<file path="src/hdl/scns_pkg.sv">
// Package for the stick calibration block: widths, constants, channel payloads.
// No dependencies.
`default_nettype none
package scns_pkg;
  localparam int SampleW = 10;
  localparam int LevelW  = 8;
  localparam int NumFields = 4;
  localparam int DefAxes = 4;
  localparam logic [9:0] SampleMax = 10'd1023;
  localparam logic [9:0] CenterDef = 10'd512;
  localparam logic [9:0] MinSpan   = 10'd8;
  localparam logic [7:0] LevelMid  = 8'd128;
  localparam logic [2:0] RegSmooth = 3'd4;

  typedef struct packed {
    logic       button_pressed;
    logic [9:0] sample_axis0;
    logic [9:0] sample_axis1;
    logic [9:0] sample_axis2;
    logic [9:0] sample_axis3;
  } in_item_t;

  typedef struct packed {
    logic [7:0] level_axis0;
    logic [7:0] level_axis1;
    logic [7:0] level_axis2;
    logic [7:0] level_axis3;
    logic       in_calibration;
    logic       save_pulse;
  } out_item_t;

  // control from sequencer to the shared serial divider
  typedef struct packed {
    logic        start;
    logic [17:0] num;
    logic [9:0]  den;
  } div_req_t;

  typedef struct packed {
    logic       done;
    logic [17:0] quot;
  } div_rsp_t;
endpackage
`default_nettype wire

</file>
<file path="src/hdl/scns_if.sv">
// Valid/ready channel interface carrying a packed payload.
// Depends on scns_pkg only through the payload type given by the user.
`default_nettype none
interface scns_if #(parameter type payload_t = logic) (input wire logic clk);
  logic     valid;
  logic     ready;
  payload_t data;
  modport source (output valid, output data, input ready);
  modport sink (input valid, input data, output ready);
endinterface
`default_nettype wire

</file>
<file path="src/hdl/scns_div.sv">
// Restoring bit-serial divider, one quotient bit a cycle.
// Depends on scns_pkg.
`default_nettype none
module scns_div (
  input  wire logic              clk,
  input  wire logic              rst,
  input  wire scns_pkg::div_req_t req,
  output scns_pkg::div_rsp_t     rsp
);
  import scns_pkg::*;
  logic [17:0] quot;
  logic [10:0] rem;
  logic [9:0]  den;
  logic [4:0]  count;
  logic        busy;
  logic        done;
  logic [10:0] trial;

  always_comb trial = {rem[9:0], quot[17]};

  always_ff @(posedge clk) begin
    if (rst) begin
      busy  <= 1'b0;
      count <= '0;
      done  <= 1'b0;
    end else begin
      if (req.start) begin
        busy  <= 1'b1;
        count <= 5'd0;
        done  <= 1'b0;
      end else if (busy) begin
        count <= count + 5'd1;
        done  <= (count == 5'd17);
        if (count == 5'd17) begin
          busy <= 1'b0;
        end
      end else begin
        done <= 1'b0;
      end
    end
  end

  always_ff @(posedge clk) begin
    if (req.start) begin
      quot <= req.num;
      rem  <= '0;
      den  <= req.den;
    end else if (busy) begin
      if (trial >= {1'b0, den}) begin
        rem  <= trial - {1'b0, den};
        quot <= {quot[16:0], 1'b1};
      end else begin
        rem  <= trial;
        quot <= {quot[16:0], 1'b0};
      end
    end
  end

  always_comb begin
    rsp.done = done;
    rsp.quot = quot;
  end
endmodule
`default_nettype wire

</file>
<file path="src/hdl/stick_calibrate_normalize_smooth.sv">
// Stick calibration, two-segment normalisation, trim and smoothing.
//
// Input channel: one request per tick with the button level and four 10-bit
// samples. Output channel: one result per tick with four smoothed levels,
// the calibration flag and a save pulse. Configuration: write enable, index
// and 8-bit data; index 0..3 are the signed trims, 4 the smoothing factor.
//
// Each axis goes through a shared restoring divider twice (map, then
// smoothing); a new request is taken only after the result of the last one
// has been copied into the output register.
// The divider, one quotient bit a cycle, sets the rate.
// The result sits in an output register. While the receiver stalls it holds;
// one more request is taken and worked, then the block waits with the input
// unready until the output register frees.
// Reset (synchronous, rst high) clears bounds to 0/512/1023, levels to 128,
// trims to 0 and smoothing to 3.
`default_nettype none
module stick_calibrate_normalize_smooth #(
  parameter int AXES = scns_pkg::DefAxes
) (
  input  wire logic clk,
  input  wire logic rst,
  scns_if.sink      in_ch,
  scns_if.source    out_ch,
  input  wire logic       cfg_we,
  input  wire logic [2:0] cfg_index,
  input  wire logic [7:0] cfg_data
);
  import scns_pkg::*;
  localparam int AxW = (AXES > 1) ? $clog2(AXES) : 1;

  typedef enum logic [6:0] {
    S_IDLE  = 7'b0000001,
    S_PREP  = 7'b0000010,
    S_MAP   = 7'b0000100,
    S_MAPW  = 7'b0001000,
    S_SMO   = 7'b0010000,
    S_SMOW  = 7'b0100000,
    S_OUT   = 7'b1000000
  } state_t;

  state_t state;
  logic [7:0] trim [NumFields];
  logic [3:0] smoothing;
  logic button_before, calibrating, save;
  logic [9:0] lo [AXES];
  logic [9:0] hi [AXES];
  logic [9:0] ce [AXES];
  logic [7:0] lvl [AXES];
  in_item_t   item;
  logic [AxW-1:0] ax;
  logic [8:0] tgt;
  logic       negd;
  div_req_t   dreq;
  div_rsp_t   drsp;
  logic       out_valid;
  logic       out_load;
  out_item_t  out_data, out_data_next;

  scns_div u_div (.clk(clk), .rst(rst), .req(dreq), .rsp(drsp));

  function automatic logic [9:0] smp_of(in_item_t it, int i);
    case (i)
      0: smp_of = it.sample_axis0;
      1: smp_of = it.sample_axis1;
      2: smp_of = it.sample_axis2;
      3: smp_of = it.sample_axis3;
      default: smp_of = '0;
    endcase
  endfunction

  // current-axis map set-up
  logic [9:0] s, mn, mx, cc, sc;
  logic [7:0] tr;
  logic       upper, zero_seg;
  always_comb begin
    s  = smp_of(item, int'(ax));
    mn = lo[ax]; mx = hi[ax]; cc = ce[ax];
    if (mx <= mn) begin
      mn = '0; mx = SampleMax; cc = CenterDef;
    end
    sc = s;
    if (sc < mn) sc = mn;
    if (sc > mx) sc = mx;
    upper = sc > cc;
    zero_seg = !upper && (cc == mn);
    tr = (int'(ax) < NumFields) ? trim[2'(ax)] : 8'd0;
  end

  logic [8:0]  dlt;
  logic [9:0]  tsum;
  always_comb begin
    tsum = 10'(signed'({1'b0, drsp.quot[8:0]})) + 10'(signed'(tr));
    dlt = (tgt >= {1'b0, lvl[ax]}) ? tgt - {1'b0, lvl[ax]} : {1'b0, lvl[ax]} - tgt;
  end

  always_ff @(posedge clk) begin
    if (rst) begin
      for (int i = 0; i < NumFields; i++) trim[i] <= '0;
      smoothing <= 4'd3;
    end else if (cfg_we) begin
      if (cfg_index < RegSmooth) trim[cfg_index[1:0]] <= cfg_data;
      else if (cfg_index == RegSmooth) smoothing <= cfg_data[3:0];
    end
  end

  always_ff @(posedge clk) begin
    dreq.start <= !rst && ((state == S_MAP) || (state == S_SMO));
  end

  always_ff @(posedge clk) begin
    if (rst) begin
      state <= S_IDLE;
      button_before <= 1'b0;
      calibrating <= 1'b0;
      save <= 1'b0;
      ax <= '0;
      for (int i = 0; i < AXES; i++) begin
        lo[i] <= '0; hi[i] <= SampleMax; ce[i] <= CenterDef; lvl[i] <= LevelMid;
      end
    end else begin
      unique case (state)
        S_IDLE: if (in_ch.valid) begin
          item <= in_ch.data;
          state <= S_PREP;
        end
        S_PREP: begin
          save <= !item.button_pressed && button_before;
          if (item.button_pressed && !button_before) begin
            calibrating <= 1'b1;
            for (int i = 0; i < AXES; i++) begin
              lo[i] <= smp_of(item, i); hi[i] <= smp_of(item, i);
            end
          end else if (!item.button_pressed && button_before) begin
            for (int i = 0; i < AXES; i++) begin
              if (hi[i] <= lo[i] || (hi[i] - lo[i]) < MinSpan) begin
                lo[i] <= '0; hi[i] <= SampleMax; ce[i] <= CenterDef;
              end else if (smp_of(item, i) < lo[i]) ce[i] <= lo[i] + 10'd1;
              else if (smp_of(item, i) > hi[i]) ce[i] <= hi[i] - 10'd1;
              else ce[i] <= smp_of(item, i);
            end
            calibrating <= 1'b0;
          end else if (calibrating) begin
            for (int i = 0; i < AXES; i++) begin
              if (smp_of(item, i) < lo[i]) lo[i] <= smp_of(item, i);
              if (smp_of(item, i) > hi[i]) hi[i] <= smp_of(item, i);
            end
          end
          button_before <= item.button_pressed;
          ax <= '0;
          state <= S_MAP;
        end
        S_MAP: begin
          if (calibrating) begin
            dreq.num <= 18'(s) * 18'd255;
            dreq.den <= SampleMax;
          end else if (upper) begin
            dreq.num <= 18'(sc - cc) * 18'd127;
            dreq.den <= mx - cc;
          end else if (zero_seg) begin
            dreq.num <= '0;
            dreq.den <= 10'd1;
          end else begin
            dreq.num <= {1'b0, sc - mn, 7'd0};
            dreq.den <= cc - mn;
          end
          state <= S_MAPW;
        end
        S_MAPW: if (drsp.done) begin
          // add the trim, then 128 for the upper segment, with saturation
          if (tsum[9] && !(!calibrating && upper)) tgt <= '0;
          else begin
            tgt <= (!calibrating && upper) ?
                   ((tsum + 10'd128 > 10'd255) ? 9'd255 : 9'(tsum + 10'd128)) :
                   ((tsum > 10'd255) ? 9'd255 : tsum[8:0]);
            if (!calibrating && upper && tsum[9] && (tsum + 10'd128) > 10'd255
                && (tsum + 10'd128) < 10'd512)
              tgt <= 9'(tsum + 10'd128);
            if (!calibrating && upper && tsum[9] && (tsum + 10'd128) >= 10'd512)
              tgt <= '0;
          end
          state <= S_SMO;
        end
        S_SMO: begin
          dreq.num <= 18'(dlt);
          dreq.den <= 10'(smoothing) + 10'd1;
          negd <= tgt < {1'b0, lvl[ax]};
          state <= S_SMOW;
        end
        S_SMOW: if (drsp.done) begin
          lvl[ax] <= negd ? lvl[ax] - drsp.quot[7:0] : lvl[ax] + drsp.quot[7:0];
          if (int'(ax) == AXES - 1) state <= S_OUT;
          else begin
            ax <= ax + AxW'(1);
            state <= S_MAP;
          end
        end
        S_OUT: if (out_load) begin
          state <= S_IDLE;
        end
        default: state <= S_IDLE;
      endcase
    end
  end

  // output register: frees the working state as soon as the result is copied
  assign out_load = (state == S_OUT) && (!out_valid || out_ch.ready);

  always_ff @(posedge clk) begin
    if (rst) out_valid <= 1'b0;
    else if (out_load) out_valid <= 1'b1;
    else if (out_ch.ready) out_valid <= 1'b0;
  end

  always_ff @(posedge clk) begin
    if (out_load) out_data <= out_data_next;
  end

  always_comb begin
    out_data_next = '0;
    out_data_next.level_axis0 = lvl[0];
    if (AXES > 1) out_data_next.level_axis1 = lvl[(AXES > 1) ? 1 : 0];
    if (AXES > 2) out_data_next.level_axis2 = lvl[(AXES > 2) ? 2 : 0];
    if (AXES > 3) out_data_next.level_axis3 = lvl[(AXES > 3) ? 3 : 0];
    out_data_next.in_calibration = calibrating;
    out_data_next.save_pulse = save;
  end

  assign in_ch.ready = (state == S_IDLE);
  assign out_ch.valid = out_valid;
  assign out_ch.data = out_data;
endmodule
`default_nettype wire

</file>
<file path="src/flat_wrapper.sv">
// flat-port wrapper written by rule: the top's interface ports become plain ports
module stick_calibrate_normalize_smooth_flat import scns_pkg::*;
#(
  parameter int AXES = scns_pkg::DefAxes
)
  (clk, rst, cfg_we, cfg_index, cfg_data, in_ch_valid, in_ch_data, in_ch_ready, out_ch_valid, out_ch_data, out_ch_ready);
  scns_if in_ch_i (.clk(clk));
  scns_if out_ch_i (.clk(clk));
  input  wire logic clk;
  input  wire logic rst;
  input  wire logic cfg_we;
  input  wire logic [2:0] cfg_index;
  input  wire logic [7:0] cfg_data;
  input wire logic [$bits(in_ch_i.valid)-1:0] in_ch_valid;
  input wire logic [$bits(in_ch_i.data)-1:0] in_ch_data;
  output wire logic [$bits(in_ch_i.ready)-1:0] in_ch_ready;
  output wire logic [$bits(out_ch_i.valid)-1:0] out_ch_valid;
  output wire logic [$bits(out_ch_i.data)-1:0] out_ch_data;
  input wire logic [$bits(out_ch_i.ready)-1:0] out_ch_ready;
  assign in_ch_i.valid = in_ch_valid;
  assign in_ch_i.data = in_ch_data;
  assign in_ch_ready = in_ch_i.ready;
  assign out_ch_valid = out_ch_i.valid;
  assign out_ch_data = out_ch_i.data;
  assign out_ch_i.ready = out_ch_ready;
  stick_calibrate_normalize_smooth #(.AXES(AXES)) u_core (.clk(clk), .rst(rst), .in_ch(in_ch_i), .out_ch(out_ch_i), .cfg_we(cfg_we), .cfg_index(cfg_index), .cfg_data(cfg_data));
endmodule
</file>
<file path="config.mk">
export PLATFORM = sky130hd
export DESIGN_NAME = stick_calibrate_normalize_smooth_flat
export DESIGN_NICKNAME = d
export VERILOG_FILES = /design/src/hdl/scns_pkg.sv /design/src/hdl/scns_if.sv /design/src/hdl/scns_div.sv /design/src/hdl/stick_calibrate_normalize_smooth.sv /design/src/flat_wrapper.sv
export SDC_FILE = /design/constraint.sdc
export NUM_CORES = 1
export LEC_CHECK = 0
export BUFFER_PORTS_ARGS = -buffer_cell sky130_fd_sc_hd__buf_2
export CAP_MARGIN = 40
export CORE_MARGIN = 2
export CORE_UTILIZATION = 50
export DETAILED_ROUTE_END_ITERATION = 7
export GPL_ROUTABILITY_DRIVEN = 0
export PLACE_DENSITY_LB_ADDON = 0.2
export SLEW_MARGIN = 20
export SYNTH_ARGS = -nofsm -noshare
export SYNTH_HDL_FRONTEND = slang
export SYNTH_HIERARCHICAL = 1
export SYNTH_SLANG_ARGS = --single-unit
export TNS_END_PERCENT = 10
</file>
<file path="constraint.sdc">
create_clock -name clk -period 5.1 [get_ports clk]
set_input_delay 0.51 -clock clk [delete_from_list [all_inputs] [get_ports clk]]
set_output_delay 0.51 -clock clk [all_outputs]
set_load 0.01 [all_outputs]
</file>
### Yosys cells after proc, flatten, opt, wreduce, memory -nomap -nowiden

Index checks and enable logic that the tools add are counted.

| word-level totals | value |
|---|---|
| word-level logic and storage cells | 50 |
| register bits after elaboration | 18 |
| output and inout bits | 3 |

| cells by class | value |
|---|---|
| equal/unequal tests | 14 |
| bitwise gates (word level) | 1 |
| muxes and demuxes | 14 |
| add/subtract/negate cells | 2 |
| reduce and logical (&&, ||, !) cells | 12 |

Operators by type and width:

| operator | count |
|---|---|
| $pmux 7 s7 | 1 |
| $mux 7 | 5 |
| $ne 2x2->1 const B | 4 |
| $eq 7x1->1 const B | 1 |
| $eq 7x2->1 const B | 1 |
| $eq 7x3->1 const B | 1 |
| $eq 7x4->1 const B | 1 |
| $eq 7x5->1 const B | 1 |
| $eq 7x6->1 const B | 1 |
| $eq 7x7->1 const B | 1 |
| $add 5x1->5 const B | 1 |
| $eq 5x5->1 const B | 1 |
| $mux 1 | 5 |
| $mux 2 | 2 |
| $pmux 2 s2 | 1 |
| $reduce_and 4->1 | 1 |
| $reduce_bool 2->1 | 2 |
| $reduce_and 3->1 | 1 |
| $reduce_or 3->1 | 1 |
| $add 2x1->2 const B | 1 |
| $eq 2x1->1 const B | 1 |
| $logic_and 1x1->1 | 2 |
| $logic_not 1->1 | 2 |
| $logic_or 1x1->1 | 2 |
| other kinds (3) | 3 |

### Depth between registers and ports, before layout

| depth | value |
|---|---|
| depth after elaboration | 5 |
| depth in mapped cells | 6 |

### Modules after synthesis

The synthesis kept the hierarchy.

Modules (own cells, without submodules):

| module | area each (µm²) | instances | cells an instance |
|---|---|---|---|
| stick_calibrate_normalize_smooth | 6073.3 | 1 | 527 |
| scns_div | 2303.5 | 1 | 199 |

### Worst setup path before layout

OpenSTA, ideal clock, no wires.

| timing path | value |
|---|---|
| path type | reg-to-reg |
| from | reg (tool-made name) |
| to | reg u_core/dreq[17] (netlist name) |
| clock period less this slack | 3954 ps |
| path buffers | 3 |
| data arrival time | 3698 ps |
| cell stages (with the launch flop) | 12 |
| setup slack | 1146 ps |
| library setup time | 256 ps |
| cell sequence | dfxtp_1 -> clkbuf_1 -> buf_1 -> mux4_2 -> ha_1 -> buf_2 -> a21o_1 -> a211oi_1 -> o221ai_2 -> a2111oi_0 -> a2111o_1 -> nand2_1 |

### Worst setup path after layout

| timing path | value |
|---|---|
| from | reg u_core.state[4] |
| to | out in_ch_ready |

| on the way | value |
|---|---|
| word-level cells in the longest chain between the ends | 1 |

Ends and longest elaborated chain:

| element | RTL line | RTL |
|---|---|---|
| from (decl) | stick_calibrate_normalize_smooth.sv:42 | `state_t state;` |
| $eq 7x1->1 | stick_calibrate_normalize_smooth.sv:229 | `assign in_ch.ready = (state == S_IDLE);` |
| to (decl) | flat_wrapper.sv:16 | `output wire logic [$bits(in_ch_i.ready)-1:0] in_ch_ready;` |

No other way between the ends.

==> impl_metrics.env <==
export IMPL_num_antenna_cells=0
export IMPL_clk_pin_slew_ps=100
export IMPL_timing_final_crit_share_pct=48.1
export IMPL_worstSkewPairLatency_ps=290
export IMPL_cts_root_buffer="clkbuf_4"
export IMPL_ant_nets=0
export IMPL_critPathKind="reg -> out"
export IMPL_seqCellArea_um2=360
export IMPL_maxCapViolCount=0
export IMPL_critical_path_slowest_cell="or3_1"
export IMPL_grt_max_degree=12
export IMPL_cts_buffers=3
export IMPL_num_vias=631
export IMPL_synth_area_per_cell_um2=8.90
export IMPL_clockBufferDepth=2
export IMPL_p_per_area_nw_per_um2=286
export IMPL_power_frac_seq_pct=57.2
export IMPL_clock_power_share_pct=34.2
export IMPL_num_fill_cells=143
export IMPL_syn_area_um2=855
export IMPL_grt_first_pass_wirelength_um=2560
export IMPL_switching_share_pct=23.0
export IMPL_multi_input_area_um2=434
export IMPL_viasPerCell=5.68
export IMPL_cp_required_ps=4590
export IMPL_cpMostUsedCell="or3_1"
export IMPL_floorplan_rows=14
export IMPL_cp_slowest_stage_delay_ps=430
export IMPL_setup_tns_ps=0
export IMPL_antenna_found_initial=0
export IMPL_vdd_drop_max_uv=167
export IMPL_drt_iter0_markers=16
export IMPL_drive_above_1_share_pct=15.8
export IMPL_wl_um=1410
export IMPL_initial_core_util_pct=54.8
export IMPL_endpoint_kind="output pin"
export IMPL_firstDrtPassIters=4
export IMPL_cts_setup_buffers=0
export IMPL_dp_hpwl_um=1050
export IMPL_start_kind="register"
export IMPL_p_int_uw=196
export IMPL_drc_errors=0
export IMPL_syn_inst=96
export IMPL_hold_violations=0
export IMPL_syn_to_final_growth_pct=4.25
export IMPL_fin_area_um2=891
export IMPL_num_io_pins=20
export IMPL_cp_max_fo=4
export IMPL_fin_crit_ps=2450
export IMPL_grt_usage_pct=17.6
export IMPL_drv_slew=0
export IMPL_grt_pass1_vias=611
export IMPL_fin_nets=116
export IMPL_finClkSkew_ps=0.950
export IMPL_arrival_ps=1940
export IMPL_crit_chain="or3_1 > or3_1 > nor3b_1 > buf_2"
export IMPL_port_buffers=5
export IMPL_whs_ps=463
export IMPL_htreeDepth=1
export IMPL_yosys_warnings=6
export IMPL_switching_power_uw=58.7
export IMPL_final_cell_mix="18 x dfxtp_1, 16 x nor2_1, 7 x a21oi_1"
export IMPL_hold_path_class="in -> reg"
export IMPL_cts_resized=0
export IMPL_cts_tree="yes"
export IMPL_die_h_um=45.3
export IMPL_setup_violations=0
export IMPL_core_area_um2=1560
export IMPL_power_leakage_nw=0.334
export IMPL_place_area_um2=855
export IMPL_wl_per_cell_um=12.7
export IMPL_final_common_cell="dfxtp_1"
export IMPL_grt_overflow_total=0
export IMPL_combPwrFrac_pct=8.6
export IMPL_synth_nets=116
export IMPL_status="complete, no violations"
export IMPL_regToRegSetupSlack_ps=2910
export IMPL_final_util_pct=57.1
export IMPL_hold_buffers=0
export IMPL_rsz0062_at_grt="false"
export IMPL_cts_sinks=18
export IMPL_die_x_um=45.3
export IMPL_max_freq_mhz=408
export IMPL_die_area_um2=2060
-- sequential cells by signal, summed over array words and instances (netlist names) --
signal,count
u_core/ax,2
u_core/dreq,1
u_core/out_ch.valid,1
u_core/state,7
u_core/u_div/busy,1
u_core/u_div/count,5
u_core/u_div/done,1
-- critical path: cells and delay by family, from the launching register on --
kind / cells / cell delay (ps)
buf+inv: 1 / 190
flops: 1 / 360
simple gates: 3 / 1100
-- through the flow --
stage,std cells,setup slack (ps),power (mW)
after global placement,107,2950,0.170
after detailed placement,107,2920,0.171
after floorplan,96,3070,0.167
after CTS,111,2630,0.259
after global routing,111,2490,0.266
final,111,2650,0.255
-- metal layers --
metal	up-vias	share of wire, %	GRT usage [%]
li1	318	-	-
met1	297	48	23.8
met2	14	47	26.6
met3	2	4.4	2.40
met4	0	0.71	10.6
met5	-	0	0
-- worst paths after layout --
kind	from	endpoint	depth (start not counted)
worst max register to register	u_core/state[0]	u_core/state[0]	6
worst min register to register	u_core/u_div/count[4]	u_core/u_div/done	2
worst min-delay path	in_ch_valid	u_core/state[1]	3
worst max-delay path	u_core/state[4]	in_ch_ready	4
-- power by group through the flow --
stage	Combinational, mW	Clock [mW]	Sequential, mW
after floorplan	0.0184	0	0.148
after global placement	0.0211	0	0.149
after detailed placement	0.0221	0	0.149
after CTS	0.0222	0.0904	0.146
after global routing	0.0241	0.0952	0.147
final	0.0219	0.0872	0.146
-- area by class of cell --
type	count	area share, %
clock buffer	4	4.07
inverter	4	1.69
multi-input combinational	64	48.7
sequential	18	40.4
tap	16	2.25
timing repair buffer	5	2.81
Note: power is estimated with default switching activity, not from simulation.
